### src/hdl/mbrl_pkg.sv
// Shared types and constants of the memory budget reservation ledger.
// Used by mbrl_alu, mbrl_table and memory_budget_reservation_ledger; no dependencies.
package mbrl_pkg;

    // Table and field sizes
    localparam int ENTRIES       = 16;
    localparam int BYTE_BITS     = 48;
    localparam int OWNER_BITS    = 16;
    localparam int ENTRY_BITS    = $clog2(ENTRIES);
    localparam int CNT_BITS      = $clog2(ENTRIES + 1);
    localparam int ALU_BITS      = BYTE_BITS + 1;
    localparam int CMD_BITS      = 3;
    localparam int SLOT_BITS     = 4;
    localparam int STATUS_BITS   = 3;
    localparam int COUNT_OUT_BITS = 5;
    localparam int DENIAL_BITS   = 32;

    // Command codes
    localparam logic [CMD_BITS-1:0] CMD_RESERVE   = 3'd0;
    localparam logic [CMD_BITS-1:0] CMD_RELEASE   = 3'd1;
    localparam logic [CMD_BITS-1:0] CMD_RETAIN    = 3'd2;
    localparam logic [CMD_BITS-1:0] CMD_LEASE_REL = 3'd3;
    localparam logic [CMD_BITS-1:0] CMD_OWNER_REL = 3'd4;
    localparam logic [CMD_BITS-1:0] CMD_QUERY     = 3'd5;

    // Status codes
    localparam logic [STATUS_BITS-1:0] ST_OK      = 3'd0;
    localparam logic [STATUS_BITS-1:0] ST_INVALID = 3'd1;
    localparam logic [STATUS_BITS-1:0] ST_LIMIT   = 3'd2;
    localparam logic [STATUS_BITS-1:0] ST_UNKNOWN = 3'd3;
    localparam logic [STATUS_BITS-1:0] ST_FULL    = 3'd4;

    typedef struct packed {
        logic [CMD_BITS-1:0]   command;
        logic                  request_kind;
        logic [BYTE_BITS-1:0]  request_bytes;
        logic [OWNER_BITS-1:0] owner_tag;
        logic [SLOT_BITS-1:0]  slot_index;
    } t_req;

    typedef struct packed {
        logic [STATUS_BITS-1:0]    status;
        logic [SLOT_BITS-1:0]      granted_slot;
        logic                      done_res;
        logic                      hit_retained;
        logic [BYTE_BITS-1:0]      blocked_bytes;
        logic [COUNT_OUT_BITS-1:0] freed_count;
        logic [BYTE_BITS-1:0]      heap_total;
        logic [BYTE_BITS-1:0]      spill_total;
        logic [BYTE_BITS-1:0]      peak_total;
        logic [DENIAL_BITS-1:0]    denials;
        logic [COUNT_OUT_BITS-1:0] active_entries;
        logic                      lease_alive;
    } t_res;

    // One stored reservation
    typedef struct packed {
        logic                  kind;
        logic [BYTE_BITS-1:0]  bytes;
        logic [OWNER_BITS-1:0] owner;
    } t_slot;

    typedef enum logic {
        ALU_ADD,
        ALU_SUB
    } t_alu_op;

    typedef enum logic [3:0] {
        S_IDLE,
        S_DISPATCH,
        S_RSV_SUM,
        S_RSV_REM,
        S_RSV_CMP,
        S_RSV_ADD,
        S_RSV_TOTAL,
        S_RSV_PEAK,
        S_SLOT_EXEC,
        S_OWN_SCAN,
        S_DONE
    } t_state;

endpackage

### src/hdl/mbrl_alu.sv
// Shared add/subtract unit of the ledger sequencer.
// Depends on mbrl_pkg; the top bit of the result is carry or borrow.
module mbrl_alu (
    input  mbrl_pkg::t_alu_op                i_op,
    input  logic [mbrl_pkg::ALU_BITS-1:0]    i_a,
    input  logic [mbrl_pkg::ALU_BITS-1:0]    i_b,
    output logic [mbrl_pkg::ALU_BITS:0]      o_y
);
    import mbrl_pkg::*;

    // Add or subtract one bit wider so the borrow lands on top
    always_comb begin
        if (i_op == ALU_SUB) begin
            o_y = {1'b0, i_a} - {1'b0, i_b};
        end else begin
            o_y = {1'b0, i_a} + {1'b0, i_b};
        end
    end

endmodule

### src/hdl/mbrl_table.sv
// Slot storage of the ledger: kind, bytes and owner of every reservation.
// Depends on mbrl_pkg; one write port and one registered read port.
module mbrl_table (
    input  logic                            i_clk,
    input  logic                            i_wr_en,
    input  logic [mbrl_pkg::ENTRY_BITS-1:0] i_wr_addr,
    input  mbrl_pkg::t_slot                 i_wr_entry,
    input  logic [mbrl_pkg::ENTRY_BITS-1:0] i_rd_addr,
    output mbrl_pkg::t_slot                 o_rd_entry
);
    import mbrl_pkg::*;

    t_slot r_mem [ENTRIES];
    t_slot r_rd;

    // Write a new reservation
    always_ff @(posedge i_clk) begin
        if (i_wr_en) begin
            r_mem[i_wr_addr] <= i_wr_entry;
        end
    end

    // Read one slot per cycle
    always_ff @(posedge i_clk) begin
        r_rd <= r_mem[i_rd_addr];
    end

    assign o_rd_entry = r_rd;

endmodule

### src/hdl/memory_budget_reservation_ledger.sv
// Top level of the memory budget reservation ledger: sequencer, flags and totals.
// Depends on mbrl_pkg, mbrl_alu and mbrl_table.
//
// Usage: drive a request on i_req and raise start while busy is low; the
// request is taken at that edge and busy stays high until the result is
// formed. The result appears on o_res for exactly one cycle with o_res_valid
// high; the receiver cannot stall it, so it must take it on that cycle.
// A new request may be started in the cycle the result strobe is high.
// The limit register is written through i_cfg_wr_en/i_cfg_wr_data; the user
// must write it only while idle, as the block itself does not enforce this.
// The sequencer drives one shared adder and a registered table read port.
// Retain, query, unknown slot, undefined command and invalid reserve go from
// dispatch straight to done; release and lease release pass through slot
// execution; a granted reserve passes through the sum, room, compare, add,
// total and peak states; owner release walks the slots, one slot per cycle
// through the read port. The next request may be accepted on the strobe cycle.
// Reset clears all slot flags, totals, peak, denial count and the limit;
// no clearing pass is needed since stored slots are read only while used.
module memory_budget_reservation_ledger (
    input  logic                           i_clk,
    input  logic                           i_rst_n,
    input  logic                           start,
    output logic                           busy,
    input  mbrl_pkg::t_req                 i_req,
    input  logic                           i_cfg_wr_en,
    input  logic [mbrl_pkg::BYTE_BITS-1:0] i_cfg_wr_data,
    output logic                           o_res_valid,
    output mbrl_pkg::t_res                 o_res
);
    import mbrl_pkg::*;

    // Control state
    t_state                   r_state, n_state;
    logic [ENTRIES-1:0]       r_used, n_used;
    logic [ENTRIES-1:0]       r_pinned, n_pinned;
    logic [ENTRIES-1:0]       r_live, n_live;
    logic [BYTE_BITS-1:0]     r_limit, n_limit;
    logic [BYTE_BITS-1:0]     r_heap, n_heap;
    logic [BYTE_BITS-1:0]     r_spill, n_spill;
    logic [BYTE_BITS-1:0]     r_peak, n_peak;
    logic [DENIAL_BITS-1:0]   r_denials, n_denials;
    logic [CNT_BITS-1:0]      r_active, n_active;
    logic                     r_res_valid, n_res_valid;

    // Working registers
    t_req                     r_req, n_req;
    logic [ALU_BITS-1:0]      r_acc, n_acc;
    logic [ALU_BITS-1:0]      r_rem, n_rem;
    logic [STATUS_BITS-1:0]   r_status, n_status;
    logic [ENTRY_BITS-1:0]    r_granted, n_granted;
    logic                     r_done, n_done;
    logic                     r_hit, n_hit;
    logic [BYTE_BITS-1:0]     r_blocked, n_blocked;
    logic [CNT_BITS-1:0]      r_released, n_released;
    logic [ENTRY_BITS:0]      r_scan, n_scan;
    logic [ENTRY_BITS-1:0]    r_eval_idx, n_eval_idx;
    logic                     r_eval_valid, n_eval_valid;
    t_res                     r_res, n_res;

    // Shared unit and table
    t_alu_op                  alu_op;
    logic [ALU_BITS-1:0]      alu_a;
    logic [ALU_BITS-1:0]      alu_b;
    logic [ALU_BITS:0]        alu_y;
    logic                     alu_borrow;
    logic                     tbl_we;
    t_slot                    tbl_wr_entry;
    logic [ENTRY_BITS-1:0]    tbl_rd_addr;
    t_slot                    tbl_rd;

    // Request decode
    logic [ENTRY_BITS-1:0]    slot_s;
    logic                     idx_ok;
    logic                     known;
    logic                     free_any;
    logic [ENTRY_BITS-1:0]    free_idx;
    logic                     owner_match;

    mbrl_alu u_alu (
        .i_op (alu_op),
        .i_a  (alu_a),
        .i_b  (alu_b),
        .o_y  (alu_y)
    );

    mbrl_table u_table (
        .i_clk      (i_clk),
        .i_wr_en    (tbl_we),
        .i_wr_addr  (free_idx),
        .i_wr_entry (tbl_wr_entry),
        .i_rd_addr  (tbl_rd_addr),
        .o_rd_entry (tbl_rd)
    );

    assign alu_borrow  = alu_y[ALU_BITS];
    assign slot_s      = ENTRY_BITS'(r_req.slot_index);
    assign idx_ok      = 32'(r_req.slot_index) < 32'(ENTRIES);
    assign known       = idx_ok && r_used[slot_s];
    assign owner_match = r_eval_valid && r_used[r_eval_idx]
                         && (tbl_rd.owner == r_req.owner_tag);
    assign busy        = (r_state != S_IDLE);
    assign o_res_valid = r_res_valid;
    assign o_res       = r_res;

    assign tbl_wr_entry = '{kind:  r_req.request_kind,
                            bytes: r_req.request_bytes,
                            owner: r_req.owner_tag};

    // Pick the lowest free slot
    always_comb begin
        free_any = 1'b0;
        free_idx = '0;
        for (int i = ENTRIES - 1; i >= 0; i--) begin
            if (!r_used[i]) begin
                free_any = 1'b1;
                free_idx = ENTRY_BITS'(i);
            end
        end
    end

    // Sequencer: next state, shared unit operands, flag and total updates
    always_comb begin
        n_state      = r_state;
        n_used       = r_used;
        n_pinned     = r_pinned;
        n_live       = r_live;
        n_limit      = r_limit;
        n_heap       = r_heap;
        n_spill      = r_spill;
        n_peak       = r_peak;
        n_denials    = r_denials;
        n_active     = r_active;
        n_res_valid  = 1'b0;
        n_req        = r_req;
        n_acc        = r_acc;
        n_rem        = r_rem;
        n_status     = r_status;
        n_granted    = r_granted;
        n_done       = r_done;
        n_hit        = r_hit;
        n_blocked    = r_blocked;
        n_released   = r_released;
        n_scan       = r_scan;
        n_eval_idx   = r_eval_idx;
        n_eval_valid = 1'b0;
        n_res        = r_res;
        alu_op       = ALU_ADD;
        alu_a        = '0;
        alu_b        = '0;
        tbl_we       = 1'b0;
        tbl_rd_addr  = (r_state == S_OWN_SCAN) ? r_scan[ENTRY_BITS-1:0] : slot_s;

        // Take a limit write
        if (i_cfg_wr_en) begin
            n_limit = i_cfg_wr_data;
        end

        case (r_state)
            S_IDLE: begin
                if (start) begin
                    n_req      = i_req;
                    n_status   = ST_OK;
                    n_granted  = '0;
                    n_done     = 1'b0;
                    n_hit      = 1'b0;
                    n_blocked  = '0;
                    n_released = '0;
                    n_state    = S_DISPATCH;
                end
            end

            S_DISPATCH: begin
                n_state = S_DONE;
                case (r_req.command)
                    CMD_RESERVE: begin
                        if (r_limit == '0 || r_req.request_bytes == '0
                            || r_req.owner_tag == '0) begin
                            n_status = ST_INVALID;
                            if (r_denials != '1) begin
                                n_denials = r_denials + 1'b1;
                            end
                        end else begin
                            n_state = S_RSV_SUM;
                        end
                    end
                    CMD_RELEASE: begin
                        if (!known) begin
                            n_status = ST_UNKNOWN;
                        end else begin
                            n_state = S_SLOT_EXEC;
                        end
                    end
                    CMD_RETAIN: begin
                        if (!known) begin
                            n_status = ST_UNKNOWN;
                        end else if (r_pinned[slot_s]) begin
                            n_status = ST_INVALID;
                        end else begin
                            n_pinned[slot_s] = 1'b1;
                            n_live[slot_s]   = 1'b1;
                        end
                    end
                    CMD_LEASE_REL: begin
                        if (!known) begin
                            n_status = ST_UNKNOWN;
                        end else if (r_pinned[slot_s]) begin
                            n_state = S_SLOT_EXEC;
                        end else begin
                            n_status = ST_INVALID;
                        end
                    end
                    CMD_OWNER_REL: begin
                        if (r_req.owner_tag == '0) begin
                            n_status = ST_INVALID;
                        end else begin
                            n_scan  = '0;
                            n_state = S_OWN_SCAN;
                        end
                    end
                    CMD_QUERY: begin
                        n_status = ST_OK;
                    end
                    default: begin
                        n_status = ST_INVALID;
                    end
                endcase
            end

            // Current combined total
            S_RSV_SUM: begin
                alu_a   = {1'b0, r_heap};
                alu_b   = {1'b0, r_spill};
                n_acc   = alu_y[ALU_BITS-1:0];
                n_state = S_RSV_REM;
            end

            // Room left under the limit
            S_RSV_REM: begin
                alu_op = ALU_SUB;
                alu_a  = {1'b0, r_limit};
                alu_b  = {1'b0, r_req.request_bytes};
                n_rem  = alu_y[ALU_BITS-1:0];
                if (alu_borrow) begin
                    n_status = ST_LIMIT;
                    if (r_denials != '1) begin
                        n_denials = r_denials + 1'b1;
                    end
                    n_state = S_DONE;
                end else begin
                    n_state = S_RSV_CMP;
                end
            end

            // Check the total against the room, then allocate
            S_RSV_CMP: begin
                alu_op  = ALU_SUB;
                alu_a   = r_rem;
                alu_b   = r_acc;
                n_state = S_DONE;
                if (alu_borrow) begin
                    n_status = ST_LIMIT;
                    if (r_denials != '1) begin
                        n_denials = r_denials + 1'b1;
                    end
                end else if (!free_any) begin
                    n_status = ST_FULL;
                end else begin
                    tbl_we             = 1'b1;
                    n_granted          = free_idx;
                    n_used[free_idx]   = 1'b1;
                    n_pinned[free_idx] = 1'b0;
                    n_live[free_idx]   = 1'b0;
                    n_active           = r_active + 1'b1;
                    n_done             = 1'b1;
                    n_state            = S_RSV_ADD;
                end
            end

            // Add the bytes to the sum of their kind
            S_RSV_ADD: begin
                alu_a = {1'b0, (r_req.request_kind ? r_spill : r_heap)};
                alu_b = {1'b0, r_req.request_bytes};
                if (r_req.request_kind) begin
                    n_spill = alu_y[BYTE_BITS-1:0];
                end else begin
                    n_heap = alu_y[BYTE_BITS-1:0];
                end
                n_state = S_RSV_TOTAL;
            end

            // New combined total, wrapped to the byte width
            S_RSV_TOTAL: begin
                alu_a   = {1'b0, r_heap};
                alu_b   = {1'b0, r_spill};
                n_acc   = {1'b0, alu_y[BYTE_BITS-1:0]};
                n_state = S_RSV_PEAK;
            end

            // Raise the peak
            S_RSV_PEAK: begin
                alu_op = ALU_SUB;
                alu_a  = {1'b0, r_peak};
                alu_b  = r_acc;
                if (alu_borrow) begin
                    n_peak = r_acc[BYTE_BITS-1:0];
                end
                n_state = S_DONE;
            end

            // Release or lease release with the slot read back
            S_SLOT_EXEC: begin
                alu_op  = ALU_SUB;
                alu_a   = {1'b0, (tbl_rd.kind ? r_spill : r_heap)};
                alu_b   = {1'b0, tbl_rd.bytes};
                n_state = S_DONE;
                if (r_req.command == CMD_RELEASE && r_pinned[slot_s]) begin
                    n_status       = ST_INVALID;
                    n_hit          = 1'b1;
                    n_blocked      = tbl_rd.bytes;
                    n_live[slot_s] = 1'b0;
                end else begin
                    if (tbl_rd.kind) begin
                        n_spill = alu_y[BYTE_BITS-1:0];
                    end else begin
                        n_heap = alu_y[BYTE_BITS-1:0];
                    end
                    n_used[slot_s]   = 1'b0;
                    n_pinned[slot_s] = 1'b0;
                    n_live[slot_s]   = 1'b0;
                    n_active         = r_active - 1'b1;
                    n_done           = 1'b1;
                end
            end

            // Walk the slots: issue one read, evaluate the previous one
            S_OWN_SCAN: begin
                if (32'(r_scan) < 32'(ENTRIES)) begin
                    n_eval_valid = 1'b1;
                    n_eval_idx   = r_scan[ENTRY_BITS-1:0];
                    n_scan       = r_scan + 1'b1;
                end
                if (owner_match && r_pinned[r_eval_idx]) begin
                    alu_a              = {1'b0, r_blocked};
                    alu_b              = {1'b0, tbl_rd.bytes};
                    n_blocked          = alu_y[BYTE_BITS-1:0];
                    n_hit              = 1'b1;
                    n_live[r_eval_idx] = 1'b0;
                end else if (owner_match) begin
                    alu_op = ALU_SUB;
                    alu_a  = {1'b0, (tbl_rd.kind ? r_spill : r_heap)};
                    alu_b  = {1'b0, tbl_rd.bytes};
                    if (tbl_rd.kind) begin
                        n_spill = alu_y[BYTE_BITS-1:0];
                    end else begin
                        n_heap = alu_y[BYTE_BITS-1:0];
                    end
                    n_used[r_eval_idx]   = 1'b0;
                    n_pinned[r_eval_idx] = 1'b0;
                    n_live[r_eval_idx]   = 1'b0;
                    n_active             = r_active - 1'b1;
                    n_released           = r_released + 1'b1;
                end
                if (r_eval_valid && 32'(r_eval_idx) == 32'(ENTRIES - 1)) begin
                    n_state = S_DONE;
                end
            end

            // Form the result
            S_DONE: begin
                n_res.status       = r_status;
                n_res.done_res     = r_done;
                if (r_req.command == CMD_OWNER_REL && r_req.owner_tag != '0) begin
                    n_res.status   = r_hit ? ST_INVALID : ST_OK;
                    n_res.done_res = (r_released != '0);
                end
                n_res.granted_slot   = SLOT_BITS'(r_granted);
                n_res.hit_retained   = r_hit;
                n_res.blocked_bytes  = r_blocked;
                n_res.freed_count    = COUNT_OUT_BITS'(r_released);
                n_res.heap_total     = r_heap;
                n_res.spill_total    = r_spill;
                n_res.peak_total     = r_peak;
                n_res.denials        = r_denials;
                n_res.active_entries = COUNT_OUT_BITS'(r_active);
                n_res.lease_alive    = idx_ok && r_live[slot_s]
                                       && (r_req.command == CMD_RELEASE
                                           || r_req.command == CMD_RETAIN
                                           || r_req.command == CMD_LEASE_REL
                                           || r_req.command == CMD_QUERY);
                n_res_valid = 1'b1;
                n_state     = S_IDLE;
            end

            default: begin
                n_state = S_IDLE;
            end
        endcase
    end

    // Hold control state, cleared by reset
    always_ff @(posedge i_clk) begin
        if (!i_rst_n) begin
            r_state     <= S_IDLE;
            r_used      <= '0;
            r_pinned    <= '0;
            r_live      <= '0;
            r_limit     <= '0;
            r_heap      <= '0;
            r_spill     <= '0;
            r_peak      <= '0;
            r_denials   <= '0;
            r_active    <= '0;
            r_res_valid <= 1'b0;
        end else begin
            r_state     <= n_state;
            r_used      <= n_used;
            r_pinned    <= n_pinned;
            r_live      <= n_live;
            r_limit     <= n_limit;
            r_heap      <= n_heap;
            r_spill     <= n_spill;
            r_peak      <= n_peak;
            r_denials   <= n_denials;
            r_active    <= n_active;
            r_res_valid <= n_res_valid;
        end
    end

    // Advance working registers
    always_ff @(posedge i_clk) begin
        r_req        <= n_req;
        r_acc        <= n_acc;
        r_rem        <= n_rem;
        r_status     <= n_status;
        r_granted    <= n_granted;
        r_done       <= n_done;
        r_hit        <= n_hit;
        r_blocked    <= n_blocked;
        r_released   <= n_released;
        r_scan       <= n_scan;
        r_eval_idx   <= n_eval_idx;
        r_eval_valid <= n_eval_valid;
        r_res        <= n_res;
    end

endmodule

### config.mk
export PLATFORM = sky130hd
export DESIGN_NAME = memory_budget_reservation_ledger
export DESIGN_NICKNAME = d
export VERILOG_FILES = /design/src/hdl/mbrl_pkg.sv /design/src/hdl/mbrl_alu.sv /design/src/hdl/mbrl_table.sv /design/src/hdl/memory_budget_reservation_ledger.sv
export SDC_FILE = /design/constraint.sdc
export NUM_CORES = 2
export LEC_CHECK = 0
export BUFFER_PORTS_ARGS = -buffer_cell sky130_fd_sc_hd__buf_4
export CAP_MARGIN = 10
export CORE_MARGIN = 1.5
export CORE_UTILIZATION = 50
export DETAILED_ROUTE_END_ITERATION = 8
export PLACE_DENSITY = 0.67
export SYNTH_ARGS = -nofsm -noshare
export SYNTH_HDL_FRONTEND = slang
export SYNTH_SLANG_ARGS = --single-unit
### constraint.sdc
create_clock -name i_clk -period 21.1 [get_ports i_clk]
set_input_delay 4.22 -clock i_clk [delete_from_list [all_inputs] [get_ports i_clk]]
set_output_delay 4.22 -clock i_clk [all_outputs]
set_load 0.01 [all_outputs]
; ---- After elaboration in Yosys (flattened, before gate mapping)
; Memory sizes are Yosys's and may differ from the RTL's. A register that Yosys moved wholly into a read port is not among the register bits.
; Cells that the tools add are included.
[word_totals]
word_cells = 338
register_bits = 768
mem_count = 1
input_bits = 124
output_inout_bits = 246
mem_bits_rw = 1040
[memory_table]
columns = name, depth, width, read_ports, rd_ports_with_merged_regs, write_ports, line_no
row1 = u_table.r_mem, 16, 65, 1, 1, 1, mbrl_table.sv:13  ; t_slot r_mem [ENTRIES];
[op_classes]
mux = 168
n_reduce_logical = 56
n_addsub = 7
n_eq_ne = 46
magnitude_cmp = 7
bitwise_logic = 14
[ops]
columns = operator, count
row1 = $mux W48, 19
row2 = $pmux W48 S3, 3
row3 = $pmux W49 S7, 1
row4 = $mux W16, 20
row5 = $pmux W49 S5, 1
row6 = $and A16 B16 Y16, 8
row7 = $mux W32, 4
row8 = $pmux W16 S4, 2
row9 = $mux W4, 26
row10 = $pmux W49 S2, 1
row11 = $logic_not A48 Y1, 2
row12 = $pmux W32 S2, 1
row13 = $mux W5, 11
row14 = $add A49 B49 Y50, 1
row15 = $mux W50, 1
row16 = $sub A49 B49 Y50, 1
row17 = $not A16 Y16, 3
row18 = $or A16 B16 Y16, 3
row19 = $pmux W16 S3, 1
row20 = $mux W1, 41
row21 = $mux W3, 13
row22 = $pmux W4 S9, 1
row23 = $add A32 B1 Y32 const B, 1
row24 = $ne A2 B2 Y1 const B, 16
row25 = other kinds (48), 117

; ---- Logic depth before layout (Yosys ltp)
[depth]
ltp_word = 25
ltp_mapped = 34
mapped_depth_nobuf = 26

; ---- Hierarchy
; Synthesis repeated with hierarchy kept, for this count alone.
[unflattened]
hier_cells = 4911
area_unflattened_um2 = 76200.6
[modules_own_cells]
columns = mod, cells_each, n_inst, seq_area_each_um2, area_each_um2
row1 = mbrl_table, 1673, 1, 32531.2, 40243.6
row2 = memory_budget_reservation_ledger, 2670, 1, 20229.4, 32125.8
row3 = mbrl_alu, 568, 1, 0.0, 3831.2

; ---- Least setup slack after synthesis
; OpenSTA, ideal clock, no wires.
[synth_timing]
kind = reg-to-reg
startpoint = register r_eval_idx[1]
endpoint = memory u_table.r_mem[10][0] (netlist name) (enable)
t_arrival_ps = 12787
path_buffers = 6
t_required_ps = 20449
setup_time_ps = 651
setup_slack_ps = 7662
period_less_slack_ps = 13438
stages_incl_launch_ff = 28
path_cell_list = edfxtp_1 buf_2 mux4_2 mux2i_1 mux2i_1 and4_1 buf_2 clkbuf_1 clkbuf_1 clkbuf_1 a21oi_1 ha_1 o2111ai_1 a211oi_1 and4bb_2 nand3_1 o31ai_1 xnor2_1 ha_1 clkbuf_1 a21o_1 a221oi_1 nor2_1 or3_1 o211a_1 nor3_1 xor2_1 nor4_1
[synth_via]
elab_chain_len = 13
elab_cells_between_ends = 23
cone_classes = 2 x add/sub / 18 x mux / 3 x reduce/logical
[synth_rtl]
columns = item, line_no
row1 = start: declaration, memory_budget_reservation_ledger.sv:56  ; logic [ENTRY_BITS-1:0] r_eval_idx, n_eval_idx;
row2 = start signal: assignment, memory_budget_reservation_ledger.sv:441  ; r_eval_idx <= n_eval_idx;
row3 = $bmux W1 S4, memory_budget_reservation_ledger.sv:99  ; assign owner_match = r_eval_valid && r_used[r_eval_idx]
row4 = $mux W1 (not written as such), memory_budget_reservation_ledger.sv:99
row5 = $logic_and A1 B1 Y1, memory_budget_reservation_ledger.sv:99
row6 = $logic_and A1 B1 Y1, memory_budget_reservation_ledger.sv:100  ; && (tbl_rd.owner == r_req.owner_tag);
row7 = $mux W48 / $logic_and A1 B1 Y1 (equally long branches), "memory_budget_reservation_ledger.sv:348, memory_budget_reservation_ledger.sv:342"
row8 = $mux W48, memory_budget_reservation_ledger.sv:342  ; if (owner_match && r_pinned[r_eval_idx]) begin
row9 = $pmux W49 S7 / $pmux W49 S5 (equally long branches), memory_budget_reservation_ledger.sv:158  ; case (r_state)
row10 = $add A49 B49 Y50 / $sub A49 B49 Y50 (equally long branches), "mbrl_alu.sv:16, mbrl_alu.sv:14"
row11 = $mux W50 *, mbrl_alu.sv:13  ; if (i_op == ALU_SUB) begin
row12 = $mux W1 *, memory_budget_reservation_ledger.sv:260  ; if (alu_borrow) begin
row13 = $mux W1 *, memory_budget_reservation_ledger.sv:158
row14 = $mux W1 *, mbrl_table.sv:18  ; if (i_wr_en) begin
row15 = $mux W1 (not written as such) *, mbrl_table.sv:19  ; r_mem[i_wr_addr] <= i_wr_entry;
row16 = end: declaration, mbrl_table.sv:13
; Mark *: on every way between the ends. The rest lies on a longest branch, timed or not. The select of a mux whose other input is x is not followed.

; ---- Worst setup path in the final report
[layout_timing]
startpoint = register r_req[17] (netlist name)
endpoint = memory u_table.r_mem[5][47] (netlist name) (enable)
[layout_via]
elab_chain_len = 11
elab_cells_between_ends = 19
cone_classes = 2 x add/sub / 1 x eq/ne / 14 x mux / 2 x reduce/logical
[layout_rtl]
columns = item, line_no
row1 = start: declaration, memory_budget_reservation_ledger.sv:46  ; t_req r_req, n_req;
row2 = start signal: assignment, memory_budget_reservation_ledger.sv:431  ; r_req <= n_req;
row3 = $eq A16 B16 Y1 *, memory_budget_reservation_ledger.sv:100
row4 = $logic_and A1 B1 Y1 *, memory_budget_reservation_ledger.sv:100
row5 = $mux W48 / $logic_and A1 B1 Y1 (equally long branches), "memory_budget_reservation_ledger.sv:348, memory_budget_reservation_ledger.sv:342"
row6 = $mux W48, memory_budget_reservation_ledger.sv:342
row7 = $pmux W49 S7 / $pmux W49 S5 (equally long branches), memory_budget_reservation_ledger.sv:158
row8 = $add A49 B49 Y50 / $sub A49 B49 Y50 (equally long branches), "mbrl_alu.sv:16, mbrl_alu.sv:14"
row9 = $mux W50 *, mbrl_alu.sv:13
row10 = $mux W1 *, memory_budget_reservation_ledger.sv:260
row11 = $mux W1 *, memory_budget_reservation_ledger.sv:158
row12 = $mux W1 *, mbrl_table.sv:18
row13 = $mux W1 (not written as such) *, mbrl_table.sv:19
; Mark *: on every way between the ends. The rest lies on a longest branch, timed or not.

==> metrics.md <==
| Metric | Value |
|---|---|
| Status | completed |
| Main synth FF type | edfxtp_1 |
| R2r worst-path depth | 26 |
| Crit path largest cell delay | roughly 890 ps |
| Register area share after synthesis | about two thirds |
| First-pass GRT wire length | around 330,000 µm |
| Fin crit period | approximately 10,000 ps |
| Setup Skew | roughly 45 ps |
| Detailed-router iteration count before antenna repair | 6 |
| DRC | 0 |
| Overall power | 13.14 mW |
| Post_cts resized | 0 |
| CTS tree | done |
| Worst-Skew Late Latency | 830 ps |
| Slowest-stage cell, CP | nor3_1 |
| Slew margin rel. | ~16% |
| # clock sinks | between 1,500 and 2,000 |
| Async S/R FF share, synth | 0% |
| Cell Pwr Density | around 150 nW/µm² |
| Post-synth EDFFs | ~1,500 |
| Buf/Inv on CP | 3 |
| Gr usage total | roughly 28% |
| Most frequent cell on the critical path | buf_4 |
| Post-cts hold buffer count | 0 |
| Post-DP HPWL | roughly 150,000 µm |
| Initial core utilization | between 50 and 60% |
| Synthesized cell area | approximately 78,000 µm² |
| Final setup margin | roughly 11,000 ps |
| Clock Root Buffer | clkbuf_16 |
| Setup repair after global routing missed its margin | false |
| Number of port buffers | approximately 370 |
| Core area | roughly 160,000 µm² |
| Final setup vio count | 0 |
| Setup TNS | 0 ps |
| Final hold vios | 0 |
| Die area | approximately 160,000 µm² |
| Pins Over Slew Limit | 0 |
| CP Depth | 26 |
| Postcts setup bufs | 0 |
| Post-Syn Nets | roughly 5,600 |
| Final period util | approximately half |
| Post-route ant nets | 0 |
| Worst-path fanout max | 34 |
| Vias per Instance | 6.302 |
| Antenna violations before repair | 9 |
| Initial DRC count | between 6,000 and 7,000 |
| Leak | approximately 30 nW |
| Worst slew pin tran | between 1000 and 1500 ps |
| Worst EP arrival | ~11,000 ps |
| Hold Path Depth | 0 |
| Clk slew on worst S/H paths | 60 ps |
| CP startpoint kind | register |
| Pre-CTS setup slack | roughly 11,000 ps |
| Cell row count | around 150 |
| Maximum number of pins on one net before global-route repair | 182 |
| Final global-route overflow total | 0 |
| Via count | a little over 50,000 |
| Fmax | 0.09594 GHz |
| Post-synth top area share | between 50% and 60% |
| # IOs | 370 |
| Critical Path End Type | register |
| Critical Path RT | around 22,000 ps |
| Most frequent cells in the layout | edfxtp_1, nand2_1, buf_4 |
| # Max-Cap Violations | 0 |
| Share of layout cells above drive strength 1 | around 20% |
| Distinct cells, synth | 96 |
| Gpl congestion | a little under 1 |
| Synth area leaders | edfxtp_1, dfxtp_1, mux4_2, nand2_1, a21oi_1 |
| Number of global-route vias before repair | 48,940 |
| CTS Buffer Depth | 3 |
| Final Util | 57.69% |
| Final wirelength | 225,500 µm |
| Max VDD drop | between 0.0001 and 0.00015 V |
| Num CTS Buffers | between 150 and 200 |
| P&R area growth vs syn | 14.75% |
| Layout Nets | slightly below 6,000 |
| Wire length per cell | 28.17 µm |
| Hold Crit Class | reg -> reg |
| Post-synth top area cell | edfxtp_1 |
| Cells after Synth | between 5,000 and 6,000 |
| Die Span Y | 398.9 µm |
| Post-synthesis register bit count | between 1,500 and 2,000 |
| Most common cell after layout, fill and taps aside | edfxtp_1 |
| Syn_area_per_cell | ~14 µm² |
| Yosys warns | 0 |
| Setup CP Type | reg -> reg |
| CTS H-tree lvls | 4 |
| Crit path max-delay family | simple AND/OR/NAND/NOR gates |
| Die X | 398.9 µm |
-- worst paths after layout --
path,from,to,slack (ps)
setup / recovery,r_req[17]$_DFFE_PP_,u_table.r_mem[5][47]$_DFFE_PP_,10680
setup reg to reg,r_req[17]$_DFFE_PP_,u_table.r_mem[5][47]$_DFFE_PP_,10680
hold reg to reg,r_granted[1]$_SDFFCE_PP0P_,o_res[238]$_DFFE_PP_,420
hold / removal,r_granted[1]$_SDFFCE_PP0P_,o_res[238]$_DFFE_PP_,420
-- final cells by class --
class / count / area (µm²)
fillers: 12100 / 65930
flip-flops and latches: 1873 / 52780
multi-input cells: 3172 / 24240
clock buffers: 257 / 5104
repair buffers: 502 / 3819
well taps: 2058 / 2575
clock inverters: 96 / 1204
inverters: 46 / 185.2
diodes: 1 / 2.502
-- stage by stage --
| stage | instances | hold slack, ps | cell area [µm²] |
|---|---|---|---|
| 4_1_cts | 8004 | 413.6 | 89910 |
| 6_report | 8005 | 417.0 | 89910 |
| 5_1_grt | 8004 | 420.9 | 89910 |
| 3_3_place_gp | 7651 | 410.8 | 83600 |
| 3_5_place_dp | 7651 | 406.6 | 83600 |
| 2_1_floorplan | 5437 | 400.3 | 78350 |
-- metal layers --
| layer | GRT usage, % | vias up | wire [µm] |
|---|---|---|---|
| met5 | 0 | - | 13 |
| met4 | 8.759 | 2 | 6261 |
| met3 | 4.706 | 337 | 21030 |
| met2 | 43.19 | 2691 | 103700 |
| met1 | 40.84 | 25570 | 94540 |
| li1 | - | 21850 | - |
-- registers in the layout (all words and copies together) (netlist names), 5 cells and up --
name	count
r_released	5
r_pinned	16
r_used	16
o_res	244
r_scan	5
r_active	5
r_blocked	48
r_limit	48
r_denials	32
u_table.r_mem	1040
r_peak	48
r_rem	49
r_acc	49
r_spill	48
r_req	68
u_table.o_rd_entry	65
r_heap	48
r_live	16
-- synth_stat cells, types with 16 or more instances --
library cell     n
or3_1           30
mux2_2          17
and2_1          87
xor2_1          55
nor3_1          49
a22oi_1         31
clkbuf_1       258
and3_1          33
a31oi_1        101
a22o_1          72
nor2b_1         23
inv_1           42
o211ai_1        47
o21a_1          16
o21ai_0        205
o22ai_1         19
nand2_1        624
ha_1            57
buf_1           25
or2_2           17
nor4_1          49
dfxtp_1        348
buf_2           54
nand4_1         21
nand3b_1        22
mux4_2         284
a21oi_1        327
a221oi_1        62
a21o_1          31
nand2b_1        27
edfxtp_1      1525
a211oi_1        83
xnor2_1         75
nand3_1         75
mux2i_1        115
nor2_1         279
a221o_1         57
-- power by group --
| part | switching, mW | internal, mW | leakage [nW] |
|---|---|---|---|
| Clock | 1.43 | 1.96 | 3.05 |
| Combinational | 2.90 | 1.54 | 10.7 |
| Sequential | 0.538 | 4.77 | 16.7 |
| Total | 4.87 | 8.27 | 30.4 |
-- cells by family (layout without fill, tap and decap cells) --
kind of cell	count (synthesis)	after routing	synth area share, %
mux	424	424	10.00
xor+xnor	130	130	1.453
flops	1873	1873	67.34
simple gates	1401	1401	8.425
buf+inv	392	901	2.046
compound gates	1158	1158	9.775
other cells	0	1	0
fa+ha+maj	59	59	0.9613
Note: power is estimated with default switching activity, not from simulation.
